<file path="src/tsc_pkg.sv">
package tsc_pkg;

    localparam int unsigned FIELD_W = 16;

    typedef logic [FIELD_W-1:0] coord_t;
    typedef logic [2:0]         gesture_t;

    typedef struct packed {
        coord_t y;
        coord_t x;
    } point_t;

    // Event decode codes
    localparam logic [15:0] EVT_KEY   = 16'd1;
    localparam logic [15:0] EVT_ABS   = 16'd3;
    localparam logic [15:0] AXIS_X    = 16'd0;
    localparam logic [15:0] AXIS_Y    = 16'd1;
    localparam logic [15:0] KEY_TOUCH = 16'd330;
    localparam logic [15:0] KEY_PRESS   = 16'd1;
    localparam logic [15:0] KEY_RELEASE = 16'd0;

    // Gesture codes
    localparam gesture_t G_RIGHT = 3'd0;
    localparam gesture_t G_LEFT  = 3'd1;
    localparam gesture_t G_DOWN  = 3'd2;
    localparam gesture_t G_UP    = 3'd3;
    localparam gesture_t G_CLICK = 3'd4;

    localparam logic [15:0] THRESHOLD_RESET = 16'd100;

    // floor(n/5) == (n * RECIP_5) >> RECIP_SHIFT for every n below 2^18
    localparam int unsigned RECIP_SHIFT = 22;
    localparam logic [19:0] RECIP_5     = 20'd838861;

endpackage

</file>
<file path="src/touch_swipe_classifier_unit.sv">
// Flow: a request reaches the input register on acceptance; a release result is then
//   loaded into the result register, which drives m_axis_tvalid, once that slot is free.
// Throughput: one request per cycle; only a release request holds in the input register
//   while the result register is full and m_axis_tready is low.
// Reset: rst_n asynchronous active low; clears touch state, coordinates, valids,
//   and sets the swipe threshold to 100.
module touch_swipe_classifier_unit (
    input  logic        clk,
    input  logic        rst_n,
    // configuration: swipe_threshold
    input  logic        cfg_wr_en,
    input  logic [15:0] cfg_wr_data,
    // input events
    input  logic        s_axis_tvalid,
    output logic        s_axis_tready,
    input  logic [31:0] s_axis_tdata,   // [15:0] event_code, [31:16] event_value
    input  logic [15:0] s_axis_tuser,   // [15:0] event_type
    // gesture results
    output logic        m_axis_tvalid,
    input  logic        m_axis_tready,
    output logic [39:0] m_axis_tdata    // [2:0] gesture, [18:3] end_x, [34:19] end_y, rest 0
);
    import tsc_pkg::*;

    // Input register: holds one accepted request until it is processed.
    logic        in_valid_reg, in_valid_next;
    logic [15:0] in_type_reg, in_code_reg, in_value_reg;

    // Tracking state
    logic        touching_reg, touching_next;
    point_t      cur_reg, cur_next;
    point_t      start_reg, start_next;
    coord_t      threshold_reg;

    // Result register
    logic        out_valid_reg, out_valid_next;
    gesture_t    gesture_reg;
    point_t      end_reg;

    // Decode and control
    logic        is_abs, is_x, is_y, is_touch_key;
    logic        press, release_evt;
    logic        out_free;
    logic        proceed;
    coord_t      x_scaled, y_scaled;
    gesture_t    gesture_c;

    tsc_scaler u_scaler (
        .raw      (in_value_reg),
        .x_scaled (x_scaled),
        .y_scaled (y_scaled)
    );

    // Release uses the current point as the end point.
    tsc_classify u_classify (
        .start_pt  (start_reg),
        .end_pt    (cur_reg),
        .threshold (threshold_reg),
        .gesture   (gesture_c)
    );

    assign is_abs       = (in_type_reg == EVT_ABS);
    assign is_x         = is_abs && (in_code_reg == AXIS_X);
    assign is_y         = is_abs && (in_code_reg == AXIS_Y);
    assign is_touch_key = (in_type_reg == EVT_KEY) && (in_code_reg == KEY_TOUCH);
    assign press        = is_touch_key && (in_value_reg == KEY_PRESS) && !touching_reg;
    assign release_evt  = is_touch_key && (in_value_reg == KEY_RELEASE) && touching_reg;

    // Hold the request only when it would emit a result into an occupied slot.
    assign out_free      = !out_valid_reg || m_axis_tready;
    assign proceed       = in_valid_reg && (out_free || !release_evt);
    assign s_axis_tready = !in_valid_reg || proceed;

    always_comb
    begin
        in_valid_next = in_valid_reg;
        if (s_axis_tready)
        begin
            in_valid_next = s_axis_tvalid;
        end
    end

    always_comb
    begin
        touching_next = touching_reg;
        cur_next      = cur_reg;
        start_next    = start_reg;
        if (proceed)
        begin
            if (is_x)
            begin
                cur_next.x = x_scaled;
            end
            if (is_y)
            begin
                cur_next.y = y_scaled;
            end
            if (press)
            begin
                start_next    = cur_reg;
                touching_next = 1'b1;
            end
            if (release_evt)
            begin
                touching_next = 1'b0;
            end
        end
    end

    always_comb
    begin
        out_valid_next = out_valid_reg;
        if (proceed && release_evt)
        begin
            out_valid_next = 1'b1;
        end
        else if (m_axis_tready)
        begin
            out_valid_next = 1'b0;
        end
    end

    // Control state
    always_ff @(posedge clk or negedge rst_n)
    begin
        if (!rst_n)
        begin
            in_valid_reg  <= 1'b0;
            out_valid_reg <= 1'b0;
            touching_reg  <= 1'b0;
            cur_reg       <= '0;
            start_reg     <= '0;
            threshold_reg <= THRESHOLD_RESET;
        end
        else
        begin
            in_valid_reg  <= in_valid_next;
            out_valid_reg <= out_valid_next;
            touching_reg  <= touching_next;
            cur_reg       <= cur_next;
            start_reg     <= start_next;
            if (cfg_wr_en)
            begin
                threshold_reg <= cfg_wr_data;
            end
        end
    end

    // Payload registers: capture on accept, load result on release.
    always_ff @(posedge clk)
    begin
        if (s_axis_tready && s_axis_tvalid)
        begin
            in_type_reg  <= s_axis_tuser;
            in_code_reg  <= s_axis_tdata[15:0];
            in_value_reg <= s_axis_tdata[31:16];
        end
        if (proceed && release_evt)
        begin
            gesture_reg <= gesture_c;
            end_reg     <= cur_reg;
        end
    end

    assign m_axis_tvalid = out_valid_reg;
    assign m_axis_tdata  = {5'd0, end_reg.y, end_reg.x, gesture_reg};

    // A new result appears only after a release request went through.
    a_result_from_release: assert property (@(posedge clk) disable iff (!rst_n)
        $rose(out_valid_reg) |-> $past(proceed && release_evt))
        else $error("result appeared without a processed release");

    // After a release is processed the block is no longer touching.
    a_release_clears_touch: assert property (@(posedge clk) disable iff (!rst_n)
        (proceed && release_evt) |=> !touching_reg)
        else $error("touch state not cleared by release");

    // A stalled input side always means a request is held in the input register.
    a_stall_has_request: assert property (@(posedge clk) disable iff (!rst_n)
        !s_axis_tready |-> (in_valid_reg && out_valid_reg && !m_axis_tready))
        else $error("input stalled without a blocked request");

    // Every presented gesture is a defined code.
    a_gesture_code: assert property (@(posedge clk) disable iff (!rst_n)
        out_valid_reg |-> (gesture_reg <= G_CLICK))
        else $error("undefined gesture code presented");

endmodule

</file>
<file path="src/tsc_scaler.sv">
module tsc_scaler (
    input  tsc_pkg::coord_t raw,
    output tsc_pkg::coord_t x_scaled,
    output tsc_pkg::coord_t y_scaled
);
    import tsc_pkg::*;

    logic [20:0] x_times25;
    logic [17:0] y_times4;
    logic [37:0] y_prod;

    // x*800/1024 == x*25/32
    assign x_times25 = {raw, 4'b0000} + {1'b0, raw, 3'b000} + {5'b00000, raw};
    assign x_scaled  = x_times25[20:5];

    // y*480/600 == y*4/5, divide by 5 through a reciprocal multiply
    assign y_times4 = {raw, 2'b00};
    assign y_prod   = {20'd0, y_times4} * {18'd0, RECIP_5};
    assign y_scaled = y_prod[RECIP_SHIFT +: FIELD_W];

endmodule

</file>
<file path="src/tsc_classify.sv">
module tsc_classify (
    input  tsc_pkg::point_t   start_pt,
    input  tsc_pkg::point_t   end_pt,
    input  tsc_pkg::coord_t   threshold,
    output tsc_pkg::gesture_t gesture
);
    import tsc_pkg::*;

    logic signed [17:0] dx;
    logic signed [17:0] dy;
    logic signed [17:0] thr_pos;
    logic signed [17:0] thr_neg;

    assign dx      = $signed({2'b00, end_pt.x}) - $signed({2'b00, start_pt.x});
    assign dy      = $signed({2'b00, end_pt.y}) - $signed({2'b00, start_pt.y});
    assign thr_pos = $signed({2'b00, threshold});
    assign thr_neg = -thr_pos;

    always_comb
    begin
        priority if (dx > thr_pos)
        begin
            gesture = G_RIGHT;
        end
        else if (dx < thr_neg)
        begin
            gesture = G_LEFT;
        end
        else if (dy > thr_pos)
        begin
            gesture = G_DOWN;
        end
        else if (dy < thr_neg)
        begin
            gesture = G_UP;
        end
        else
        begin
            gesture = G_CLICK;
        end
    end

endmodule

</file>
<file path="config.mk">
export PLATFORM = sky130hd
export DESIGN_NAME = touch_swipe_classifier_unit
export DESIGN_NICKNAME = d
export VERILOG_FILES = /design/src/tsc_pkg.sv /design/src/touch_swipe_classifier_unit.sv /design/src/tsc_scaler.sv /design/src/tsc_classify.sv
export SDC_FILE = /design/constraint.sdc
export NUM_CORES = 1
export LEC_CHECK = 0
export BUFFER_PORTS_ARGS = -buffer_cell sky130_fd_sc_hd__buf_4
export CAP_MARGIN = 0
export CORE_UTILIZATION = 25
export CTS_CLUSTER_DIAMETER = 120
export DETAILED_ROUTE_END_ITERATION = 10
export GPL_TIMING_DRIVEN = 0
export PLACE_DENSITY = 0.48
export SETUP_SLACK_MARGIN = 0.02
export SLEW_MARGIN = 20
export SYNTH_ARGS = -nofsm -noshare
export SYNTH_HDL_FRONTEND = slang
export SYNTH_SLANG_ARGS = --single-unit
</file>
<file path="constraint.sdc">
create_clock -name clk -period 7.2 [get_ports clk]
set_clock_uncertainty 0.1 [all_clocks]
set_input_delay 0 -clock clk [delete_from_list [all_inputs] [get_ports clk]]
set_output_delay 0 -clock clk [all_outputs]
set_load 0.01 [all_outputs]
</file>
# Yosys cells after proc, flatten, opt, wreduce, memory -nomap -nowiden
# Index checks and enable logic that the tools add are counted.
dict set report totals {
  inputBits 69
  regBits 166
  word_cells 65
}
dict set report op_classes {
  muxes 7
  reduce_logical 27
  n_lt_le_gt_ge 4
  n_mul 1
  n_eq_ne 5
  n_addsub 5
}
# cell count
set ops {}
lappend ops {{$eq 16x1->1 const B} 3}
lappend ops {{$gt 18x17->1} 2}
lappend ops {{$lt 18x18->1} 2}
lappend ops {{$mul 16x20->36 const B} 1}
lappend ops {{$sub 16x16->17} 2}
lappend ops {{$logic_not 16->1} 2}
lappend ops {{$add 20x19->21} 1}
lappend ops {{$add 21x16->21} 1}
lappend ops {{$neg 16->18} 1}
lappend ops {{$eq 16x2->1 const B} 1}
lappend ops {{$eq 16x9->1 const B} 1}
lappend ops {{$logic_and 1x1->1} 10}
lappend ops {{$reduce_and 2->1} 4}
lappend ops {{$mux 1} 5}
lappend ops {{$logic_not 1->1} 4}
lappend ops {{$reduce_bool 2->1} 2}
lappend ops {{$logic_or 1x1->1} 3}
lappend ops {{$mux 3} 1}
lappend ops {{$reduce_or 3->1} 1}
lappend ops {{$mux 2} 1}
lappend ops {{$reduce_or 2->1} 1}

# Logic depth before layout (Yosys ltp)
# Gate-level depths: netlist of the first run.
dict set report logic_depth {
  depth_word 9
  depth_mapped 22
  mapped_depth_nobuf 22
}

# By module
# From an unflattened synthesis of the first run, not the netlist that was laid out.
dict set report hier_totals {
  hier_cells 1359
  hier_area_um2 14830.5
}
# mod instances area_each_um2 seq_area_each_um2 cells_each
set modules_own_cells {}
lappend modules_own_cells {touch_swipe_classifier_unit 1 6077.1 4573.1 298}
lappend modules_own_cells {tsc_scaler 1 5502.8 0.0 607}
lappend modules_own_cells {tsc_classify 1 3250.6 0.0 454}

# Least setup slack after synthesis of the first run
# No wires, ideal clock.
dict set report synth_timing {
  path_kind {register to register}
  startpoint {reg in_value_reg[5]}
  endpoint {reg cur_reg[30] (netlist bit)}
  setup_ns 0.124
  stages_incl_launch_ff 22
  arrival_time_ns 5.362
  n_path_buf 0
  setup_slack_ns 1.614
  synth_period_minus_slack_ns 5.586
  path_cell_list {edfxtp_1 -> inv_1 -> ha_1 -> inv_1 -> fa_1 -> inv_1 -> fa_1 -> inv_1 -> fa_1 -> inv_1 -> fa_1 -> fa_1 -> inv_1 -> ha_1 -> nand4_1 -> nor2_1 -> o21bai_1 -> a31oi_4 -> o211ai_2 -> a31oi_2 -> nor3b_1 -> a211o_1}
}
dict set report synth_between {
  elab_chain_cells 7
  elab_cells_between_ends 8
  classes_between {1 x mul; 7 x reduce/logical}
}
# element line_no
set synth_lines {}
lappend synth_lines {{start, declared} touch_swipe_classifier_unit.sv:27} ;# logic [15:0] in_type_reg, in_code_reg, in_value_reg;
lappend synth_lines {{start signal, assigned} touch_swipe_classifier_unit.sv:156} ;# in_value_reg <= s_axis_tdata[31:16];
lappend synth_lines {{parallel branches: the longest is 7 deep, another holds $mul 16x20->36} --}
lappend synth_lines {{end signal, assigned} touch_swipe_classifier_unit.sv:140} ;# cur_reg <= cur_next;
lappend synth_lines {{end, declared} touch_swipe_classifier_unit.sv:31} ;# point_t cur_reg, cur_next;
# Several ways; the timed one is not identified.
# A chain may end at the register's enable or synchronous reset.

# Worst setup path in the final report of the first run
dict set report layout_timing {
  startpoint {reg in_value_reg[8]}
  endpoint {reg cur_reg[30] (netlist bit)}
}
# The elaborated chain is that of the path after synthesis.

==> results of run 1 <==
path summary, 6_finish.rpt:
check	end	slack, ns	cells past startpoint
setup reg to reg	cur_reg[30]	0.84	22
max in group asynchronous	cur_reg[30]	6.32	2
hold / removal	start_reg[15]	0.03	2
hold reg to reg	start_reg[16]	0.39	2
min in group clk	threshold_reg[10]	0.05	3
setup / recovery	cur_reg[30]	0.84	22
area by class of cell:
class / instances / share of cell area [%]
Tap cell: 756 / 5.38
Clock inverter: 14 / 1.00
Inverter: 240 / 5.12
Timing Repair Buffer: 193 / 9.71
Clock buffer: 18 / 2.56
Multi-Input combinational cell: 948 / 49.7
Sequential cell: 166 / 26.0
Buffer: 17 / 0.470
power groups by stage:
stage               combinational (uW)  sequential [uW]  clock [uW]
CTS                               3690             1070        1050
global route                      4280             1080        1080
floorplan                         2720             1070           0
finish                            3620             1070        1010
global placement                  3560             1090           0
detailed placement                3610             1090           0
worst max-delay path: stages, from the launching register on:
cell and delay (ns):
edfxtp_1 0.68, inv_1 0.14, ha_1 0.35, inv_1 0.06
fa_1 0.50, inv_1 0.07, fa_1 0.54, inv_1 0.05
fa_1 0.54, inv_1 0.07, fa_1 0.54, inv_1 0.05
fa_1 0.50, inv_1 0.05, ha_1 0.30, a21oi_1 0.12
o21ai_0 0.14, o21bai_1 0.40, a31oi_4 0.18, o211ai_2 0.24
a31oi_2 0.15, nor3b_1 0.17, a211o_1 0.28
timing repair:
item	in CTS	in global routing
hold endpoints to repair	171	0
gates resized for setup	0	0
hold buffers	86	0
kinds of logic (layout without fill, tap and decap cells):
family | Yosys count | in the layout | share of synthesized area, %
adder cells (fa/ha/maj) | 339 | 339 | 34.6
buffers and inverters | 257 | 482 | 6.89
other | 1 | 5 | 0.0263
XOR/XNOR | 63 | 63 | 3.86
multiplexers | 35 | 35 | 2.72
flip-flops | 166 | 166 | 32.0
AND/OR/NAND/NOR | 269 | 269 | 9.40
AO/OA/AOI/OAI | 237 | 237 | 10.5
synth_stat cells (2+ instances only):
| master | count | area [sq um] |
|---|---|---|
| or3_1 | 5 | 31.3 |
| nand4b_1 | 5 | 43.8 |
| xor2_1 | 22 | 193 |
| ha_1 | 246 | 3080 |
| mux2i_1 | 4 | 40.0 |
| o21ai_0 | 70 | 350 |
| and2_1 | 3 | 18.8 |
| nor3_1 | 21 | 105 |
| nor2_1 | 54 | 203 |
| o211ai_1 | 5 | 37.5 |
| a31oi_1 | 7 | 43.8 |
| or2_2 | 6 | 37.5 |
| mux2_2 | 31 | 349 |
| edfxtp_1 | 83 | 2490 |
| fa_1 | 93 | 1860 |
| dfstp_2 | 3 | 78.8 |
| a41oi_1 | 3 | 26.3 |
| nand2b_1 | 11 | 68.8 |
| nor2b_1 | 13 | 81.3 |
| xnor2_1 | 41 | 359 |
| o31ai_1 | 4 | 30.0 |
| and4_1 | 2 | 17.5 |
| o21a_1 | 15 | 113 |
| inv_1 | 240 | 901 |
| a211o_1 | 5 | 43.8 |
| nor4_1 | 13 | 81.3 |
| a211oi_1 | 6 | 45.0 |
| buf_4 | 5 | 37.5 |
| a221oi_1 | 2 | 17.5 |
| o21ai_2 | 2 | 17.5 |
| nand3_1 | 15 | 75.1 |
| a21oi_1 | 61 | 305 |
| o21bai_1 | 6 | 45.0 |
| dfrtp_1 | 80 | 2000 |
| o311ai_0 | 2 | 17.5 |
| nor3b_1 | 7 | 52.6 |
| nand2_1 | 79 | 297 |
| a21o_1 | 28 | 210 |
| clkbuf_1 | 12 | 45.0 |
| o21ai_1 | 6 | 30.0 |
| nor4b_1 | 2 | 17.5 |
| nand4_1 | 23 | 144 |
| and3_1 | 7 | 43.8 |
per-stage QoR:
stage	hold slack (ns)	utilization, %
global route	0.0760	31.2
CTS	0.00465	31.2
floorplan	-0.396	-
detailed placement	0.0509	28.5
global placement	0.0794	28.4
finish	0.0255	31.2
per-layer routing:
metal / part of all wire (%) / GRT usage (%) / routed length (um) / vias up
li1: - / - / - / 5128
met1: 47 / 17.2 / 17200 / 5182
met2: 49 / 23.5 / 18000 / 141
met3: 3.1 / 2.84 / 1130 / 33
met4: 1.7 / 4.07 / 626 / 0
met5: 0 / 0 / 0 / -
==> impl_metrics.env, run 1 <==
export IMPL_numCtsBuffers=17
export IMPL_netlist_area_sq_mm=0.0143
export IMPL_htree_levels=4
export IMPL_instances_no_fill=2352
export IMPL_synth_edf_count=83
export IMPL_grt_overflow_total=0
export IMPL_grt_max_degree=84
export IMPL_synth_top_flop_cell="edfxtp_1"
export IMPL_max_freq_ghz=0.157
export IMPL_clkSinkCount=166
export IMPL_power_internal_uw=3130
export IMPL_yosysSeqAreaShare_pct=32.0
export IMPL_regArea_sq_mm=0.00457
export IMPL_path_clk_slew_ns=0.07
export IMPL_setup_viol=0
export IMPL_die_area_sq_mm=0.0581
export IMPL_synth_cells=1367
export IMPL_initial_utilization_pct=25.3
export IMPL_cp_start_kind="flip-flop"
export IMPL_multi_input_area_sq_mm=0.00875
export IMPL_critical_path_class="flip-flop to flip-flop"
export IMPL_vias=10484
export IMPL_post_dp_hpwl_um=29800
export IMPL_rsz0062_at_grt="false"
export IMPL_drive_gt1_share_pct=12.2
export IMPL_nets=1991
export IMPL_area_growth_pct=23.1
export IMPL_drc=0
export IMPL_synth_avg_cell_area_sq_um=10.4
export IMPL_final_common_cell="ha_1"
export IMPL_grt_pass1_vias=11129
export IMPL_routed_wl_um=36900
export IMPL_die_x_um=241
export IMPL_powerDensity_mw_per_mm2=324
export IMPL_ys_warn_count=0
export IMPL_clockPowerShare_pct=17.7
export IMPL_grt_pass1_wl_um=59800
export IMPL_worst_pin_slew_ns=0.884
export IMPL_fin_ws_ns=0.836
export IMPL_switching_share_pct=45.1
export IMPL_layout_min_cycle_time_ns=6.36
export IMPL_fillers=5913
export IMPL_place_inst=2234
export IMPL_combPwrFrac_pct=63.5
export IMPL_rows=87
export IMPL_outcome="finished, final reports clean"
export IMPL_detail_route_antenna_nets=0
export IMPL_cts_tree="done"
export IMPL_grt_usage_pct=13.7
export IMPL_finalPower_uw=5700
export IMPL_cts_root_buf="clkbuf_16"
export IMPL_cp_required_ns=7.48
export IMPL_place_area_sq_mm=0.0161
export IMPL_coreArea_sq_mm=0.0564
export IMPL_die_y_um=241
export IMPL_worstSetupEndpointType="flip-flop"
export IMPL_hp_class="input port to async pin"
export IMPL_postCtsSetupBuffers=0
export IMPL_portBuffers=105
export IMPL_ioPinCount=111
export IMPL_synth_cell_types=62
export IMPL_pre_cts_slack_ns=0.847
export IMPL_viasPerCell=4.46
export IMPL_critPathArrivalTime_ns=6.65
export IMPL_synthArstFlopShare_pct=50.0
export IMPL_num_antenna_cells=0
export IMPL_antenna_found_initial=0
export IMPL_r2r_start="in_value_reg[8]"
export IMPL_gp_routability_congestion=0.863
export IMPL_final_setup_tns_ns=0
export IMPL_ys_ff_latch=166
export IMPL_cts_buffer_depth=2
export IMPL_hold_viol=0
export IMPL_relSlewSlack_pct=41.1
export IMPL_timing_final_crit_share_pct=88.4
export IMPL_worstSetupStartpoint="in_value_reg[8]"
export IMPL_dr_pass1_iters=5
export IMPL_final_area_sq_mm=0.0176
export IMPL_power_leakage_uw=0.00846
export IMPL_timing_max_cap_violations=0
export IMPL_drt_iter0_drc=438
export IMPL_netSwitchingPower_uw=2570
export IMPL_slew_violations=0
export IMPL_ir_worst_vdd_uv=279
export IMPL_seq_power_share_pct=18.8
export IMPL_wl_per_cell_um=15.7
export IMPL_path_max_fanout=7
export IMPL_clock_latency_ns=0.50
export IMPL_layout_common_cells="ha_1 (246), inv_1 (239), buf_4 (109), fa_1 (93), dlygate4sd3_1 (86)"
(Power assumes the default switching activity.)
==> run 2, diff against run 1 <==
==> constraint.sdc (replaced) <==
create_clock -name clk -period 7.2 [get_ports clk]
set_clock_uncertainty 0.1 [all_clocks]
set_input_delay 0.36 -clock clk [delete_from_list [all_inputs] [get_ports clk]]
set_output_delay 0.36 -clock clk [all_outputs]
set_load 0.01 [all_outputs]
==> impl_metrics.env, run 2 (synthesis gave the netlist of run 1 again) <==
export IMPL_place_area_sq_mm=0.0161
export IMPL_worst_pin_slew_ns=0.876
export IMPL_clkSinkCount=166
export IMPL_hold_viol=0
export IMPL_slew_violations=0
export IMPL_timing_max_cap_violations=0
export IMPL_finalPower_uw=5670
export IMPL_relSlewSlack_pct=41.6
export IMPL_htree_levels=4
export IMPL_outcome="finished, final reports clean"
export IMPL_cp_required_ns=7.48
export IMPL_cts_root_buf="clkbuf_16"
export IMPL_grt_pass1_wl_um=59300
export IMPL_grt_util_met3_pct=2.84
export IMPL_drc=0
export IMPL_viasPerCell=4.45
export IMPL_rsz0062_at_grt="false"
export IMPL_critical_path_class="flip-flop to flip-flop"
export IMPL_max_freq_ghz=0.157
export IMPL_rows=87
export IMPL_routed_wl_um=36700
export IMPL_ioPinCount=111
export IMPL_coreArea_sq_mm=0.0564
export IMPL_final_common_cell="ha_1"
export IMPL_setup_viol=0
export IMPL_pre_cts_slack_ns=0.847
export IMPL_drive_gt1_share_pct=12.4
export IMPL_path_max_fanout=7
export IMPL_layout_common_cells="ha_1 (246), inv_1 (239), buf_4 (109), fa_1 (93), edfxtp_1 (83)"
export IMPL_wl_per_cell_um=15.8
export IMPL_hp_class="input port to flip-flop"
export IMPL_die_area_sq_mm=0.0581
export IMPL_clock_latency_ns=0.50
export IMPL_worstSetupEndpointType="flip-flop"
export IMPL_path_clk_slew_ns=0.08
export IMPL_gp_routability_congestion=0.863
export IMPL_drt_iter0_drc=369
export IMPL_num_antenna_cells=0
export IMPL_grt_max_degree=84
export IMPL_gr_usage_met2_pct=23.3
export IMPL_powerDensity_mw_per_mm2=327
export IMPL_area_growth_pct=21.5
export IMPL_place_inst=2234
export IMPL_final_setup_tns_ns=0
export IMPL_nets=1968
export IMPL_die_x_um=241
export IMPL_post_dp_hpwl_um=29800
export IMPL_detail_route_antenna_nets=0
export IMPL_postCtsSetupBuffers=0
export IMPL_fin_ws_ns=0.841
export IMPL_final_area_sq_mm=0.0174
export IMPL_critPathArrivalTime_ns=6.64
export IMPL_vias=10353
export IMPL_dr_pass1_iters=5
export IMPL_numCtsBuffers=17
export IMPL_die_y_um=241
export IMPL_ir_worst_vdd_uv=270
export IMPL_grt_overflow_total=0
export IMPL_antenna_found_initial=0
export IMPL_layout_min_cycle_time_ns=6.36
export IMPL_met1_usage_pct=17.1
export IMPL_cp_start_kind="flip-flop"
export IMPL_initial_utilization_pct=25.3
export IMPL_instances_no_fill=2329
export IMPL_portBuffers=105
export IMPL_cts_buffer_depth=2
export IMPL_grt_usage_pct=13.6
export IMPL_cts_tree="done"
export IMPL_grt_busiest_layer="met2"
export IMPL_timing_final_crit_share_pct=88.3
export IMPL_grt_pass1_vias=11023
export IMPL_power_leakage_uw=0.00836
==> run 2: cell type report <==
| type | count | area (sq um) |
|---|---|---|
| Tap cell | 756 | 946 |
| Clock inverter | 14 | 176 |
| Multi-Input combinational cell | 948 | 8750 |
| Timing Repair Buffer | 170 | 1480 |
| Clock buffer | 18 | 450 |
| Buffer | 17 | 82.6 |
| Inverter | 240 | 901 |
| Fill cell | 5922 | 39000 |
| Sequential cell | 166 | 4570 |
==> run 2: path summary, 6_finish.rpt <==
path	start	end	slack (ns)	cells after the start
max	in_value_reg[8]	cur_reg[30]	0.84	22
min	cfg_wr_en	threshold_reg[14]	0.03	3
max reg2reg	in_value_reg[8]	cur_reg[30]	0.84	22
min reg2reg	start_reg[16]	start_reg[16]	0.39	2
max in group asynchronous	rst_n	cur_reg[30]	5.97	2
min in group asynchronous	rst_n	start_reg[15]	0.38	2
==> run 2: routing by layer <==
layer  part of all wire [%]  routed length, um
met2                     49              17800
met4                    1.8                658
met1                     47              17100
met3                    3.0               1100
met5                      0                  0
==> run 2: repair_timing <==
item	in CTS	in global routing
gates resized for setup	0	0
hold buffers	63	0
endpoints found under the hold margin	141	0
setup endpoints to repair	0	0
==> run 2: worst max-delay path, stage by stage (launching register included) <==
cell and delay [ns]:
edfxtp_1 0.69, inv_1 0.14, ha_1 0.35, inv_1 0.06
fa_1 0.50, inv_1 0.07, fa_1 0.54, inv_1 0.05
fa_1 0.54, inv_1 0.07, fa_1 0.54, inv_1 0.05
fa_1 0.50, inv_1 0.05, ha_1 0.30, a21oi_1 0.12
o21ai_0 0.14, o21bai_1 0.40, a31oi_4 0.18, o211ai_2 0.24
a31oi_2 0.15, nor3b_1 0.17, a211o_1 0.28
==> run 2: report_power, final <==
group | leakage (uW) | internal [uW] | switching, uW
sequential | 0.00199 | 1030 | 41.3
clock | 0.000305 | 545 | 465
combinational | 0.00607 | 1550 | 2040
total | 0.00836 | 3120 | 2550
==> run 2: metrics by stage <==
step | hold WS, ns | util (%)
finish | 0.0271 | 30.8
global route | 0.0253 | 30.8
CTS | 0.00284 | 30.8
detailed placement | 0.379 | 28.5
global placement | 0.370 | 28.4
floorplan | -0.0356 | -
==> run 3, diff against run 2 <==
Settings changed: BUFFER_PORTS_ARGS -buffer_cell sky130_fd_sc_hd__buf_4 to unset, DONT_BUFFER_PORTS set to 1, PLACE_DENSITY 0.48 to 0.46, RECOVER_POWER set to 50.
==> impl_metrics.env, run 3 (synthesis gave the netlist of run 1 again) <==
export IMPL_outcome="finished with violations"
export IMPL_violations="max-capacitance violations, max-slew violations"
export IMPL_initial_utilization_pct=25.3
export IMPL_layout_min_cycle_time_ns=6.35
export IMPL_power_leakage_uw=0.00785
export IMPL_cts_buffer_depth=2
export IMPL_crit_family="adder cells"
export IMPL_clock_latency_ns=0.48
export IMPL_cp_buffers_inverters=7
export IMPL_coreArea_sq_mm=0.0564
export IMPL_htree_levels=4
export IMPL_grt_overflow_total=0
export IMPL_crit_chain="inv_1 -> ha_1 -> inv_1 -> fa_1 -> inv_1 -> fa_1 -> inv_1 -> fa_1 -> inv_1 -> fa_1 -> inv_1 -> fa_1 -> inv_1 -> ha_1 -> a21oi_1 -> o21ai_0 -> o21bai_1 -> a31oi_4 -> o211ai_2 -> a31oi_2 -> nor3b_1 -> a211o_1"
export IMPL_post_dp_hpwl_um=29500
export IMPL_cts_tree="done"
export IMPL_grt_max_degree=84
export IMPL_clkSinkCount=166
export IMPL_routed_wl_um=35800
export IMPL_hold_viol=0
export IMPL_place_area_sq_mm=0.0153
export IMPL_whs_ns=0.194
export IMPL_cp_required_ns=7.47
export IMPL_setup_viol=0
export IMPL_max_freq_ghz=0.157
export IMPL_final_setup_tns_ns=0
export IMPL_grt_usage_pct=13.3
export IMPL_vias=9979
export IMPL_path_depth=22
export IMPL_antenna_found_initial=1
export IMPL_ir_worst_vdd_uv=230
export IMPL_wl_per_cell_um=16.1
export IMPL_numCtsBuffers=17
export IMPL_portBuffers=0
export IMPL_cpPeakStageDelay_ns=0.66
export IMPL_grt_pass1_vias=10658
export IMPL_die_area_sq_mm=0.0581
export IMPL_crit_slowest_cell="edfxtp_1"
export IMPL_dr_pass1_iters=4
export IMPL_cpMostUsedCell="inv_1"
export IMPL_cts_root_buf="clkbuf_16"
export IMPL_cts_resized=0
export IMPL_slew_violations=84
export IMPL_r2r_cells=22
export IMPL_detail_route_antenna_nets=0
export IMPL_whs_path_depth=3
export IMPL_grt_pass1_wl_um=58200
export IMPL_num_antenna_cells=0
export IMPL_ioPinCount=111
export IMPL_drt_iter0_drc=448
export IMPL_critical_path_class="flip-flop to flip-flop"
export IMPL_instances_no_fill=2231
export IMPL_path_clk_slew_ns=0.07
export IMPL_area_growth_pct=16.3
export IMPL_hp_class="input port to flip-flop"
export IMPL_drive_gt1_share_pct=5.90
export IMPL_nets=1870
export IMPL_viasPerCell=4.47
export IMPL_rows=87
export IMPL_fillers=5965
export IMPL_final_common_cell="ha_1"
export IMPL_relSlewSlack_pct=-227
export IMPL_gp_routability_congestion=0.821
export IMPL_die_y_um=241
export IMPL_drc=0
export IMPL_rsz0062_at_grt="false"
export IMPL_final_area_sq_mm=0.0166
export IMPL_worst_pin_slew_ns=4.91
export IMPL_powerDensity_mw_per_mm2=340
export IMPL_timing_max_cap_violations=1
export IMPL_finalPower_uw=5650
export IMPL_critPathArrivalTime_ns=6.62
export IMPL_worstSetupEndpointType="flip-flop"
export IMPL_die_x_um=241
export IMPL_path_max_fanout=7
export IMPL_cp_start_kind="flip-flop"
export IMPL_postCtsSetupBuffers=0
export IMPL_place_inst=2129
export IMPL_timing_final_crit_share_pct=88.2
export IMPL_layout_common_cells="ha_1 (246), inv_1 (239), fa_1 (93), edfxtp_1 (83), dfrtp_1 (80)"
==> run 3: per-layer routing <==
layer	GRT usage, %	vias to the layer above	share of wire [%]
li1	-	4892	-
met1	16.6	4950	47
met2	23.2	110	49
met3	2.55	27	2.4
met4	3.76	0	1.4
met5	0	-	0
==> run 3: path summary, 6_finish.rpt <==
check                           startpoint            end  slack, ns
setup reg to reg           in_value_reg[8]    cur_reg[30]       0.85
hold / removal               m_axis_tready  m_axis_tvalid       0.19
max in group asynchronous            rst_n    cur_reg[17]       2.06
min in group asynchronous            rst_n  start_reg[15]       2.15
hold reg to reg              start_reg[16]  start_reg[16]       0.39
setup / recovery           in_value_reg[8]    cur_reg[30]       0.85
==> run 3: repair_timing <==
action	4_1_cts	5_1_grt
endpoints found under the hold margin	149	0
endpoints found under the setup margin	0	0
hold buffers	70	0
==> run 3: cell type report <==
cell class	count	area, sq um	share of cell area (%)
sequential	166	4570	27.5
clock inverter	12	163	0.979
tap	756	946	5.69
multi-input combinational	948	8750	52.7
buffer	17	82.6	0.497
timing repair buffer	72	734	4.42
inverter	240	901	5.42
clock buffer	20	467	2.81
==> run 3: where the power goes <==
group	internal, uW	switching [uW]
Clock	577	423
Combinational	1530	2050
Sequential	1030	42.2
Total	3130	2510
==> run 3: worst reg2reg max path, cell delays in order (launching register included) <==
cell and delay (ns):
edfxtp_1 0.66, inv_1 0.14, ha_1 0.35, inv_1 0.07, fa_1 0.50, inv_1 0.07
fa_1 0.54, inv_1 0.05, fa_1 0.55, inv_1 0.08, fa_1 0.54, inv_1 0.06
fa_1 0.51, inv_1 0.05, ha_1 0.30, a21oi_1 0.13, o21ai_0 0.13, o21bai_1 0.39
a31oi_4 0.18, o211ai_2 0.25, a31oi_2 0.16, nor3b_1 0.17, a211o_1 0.28
==> run 3: per-stage QoR <==
| step | util (%) | setup slack [ns] |
|---|---|---|
| finish | 29.5 | 0.850 |
| global route | 29.5 | 0.538 |
| CTS | 29.5 | 0.836 |
| detailed placement | 27.1 | 0.868 |
| global placement | 27.0 | 0.879 |
| floorplan | - | 1.61 |
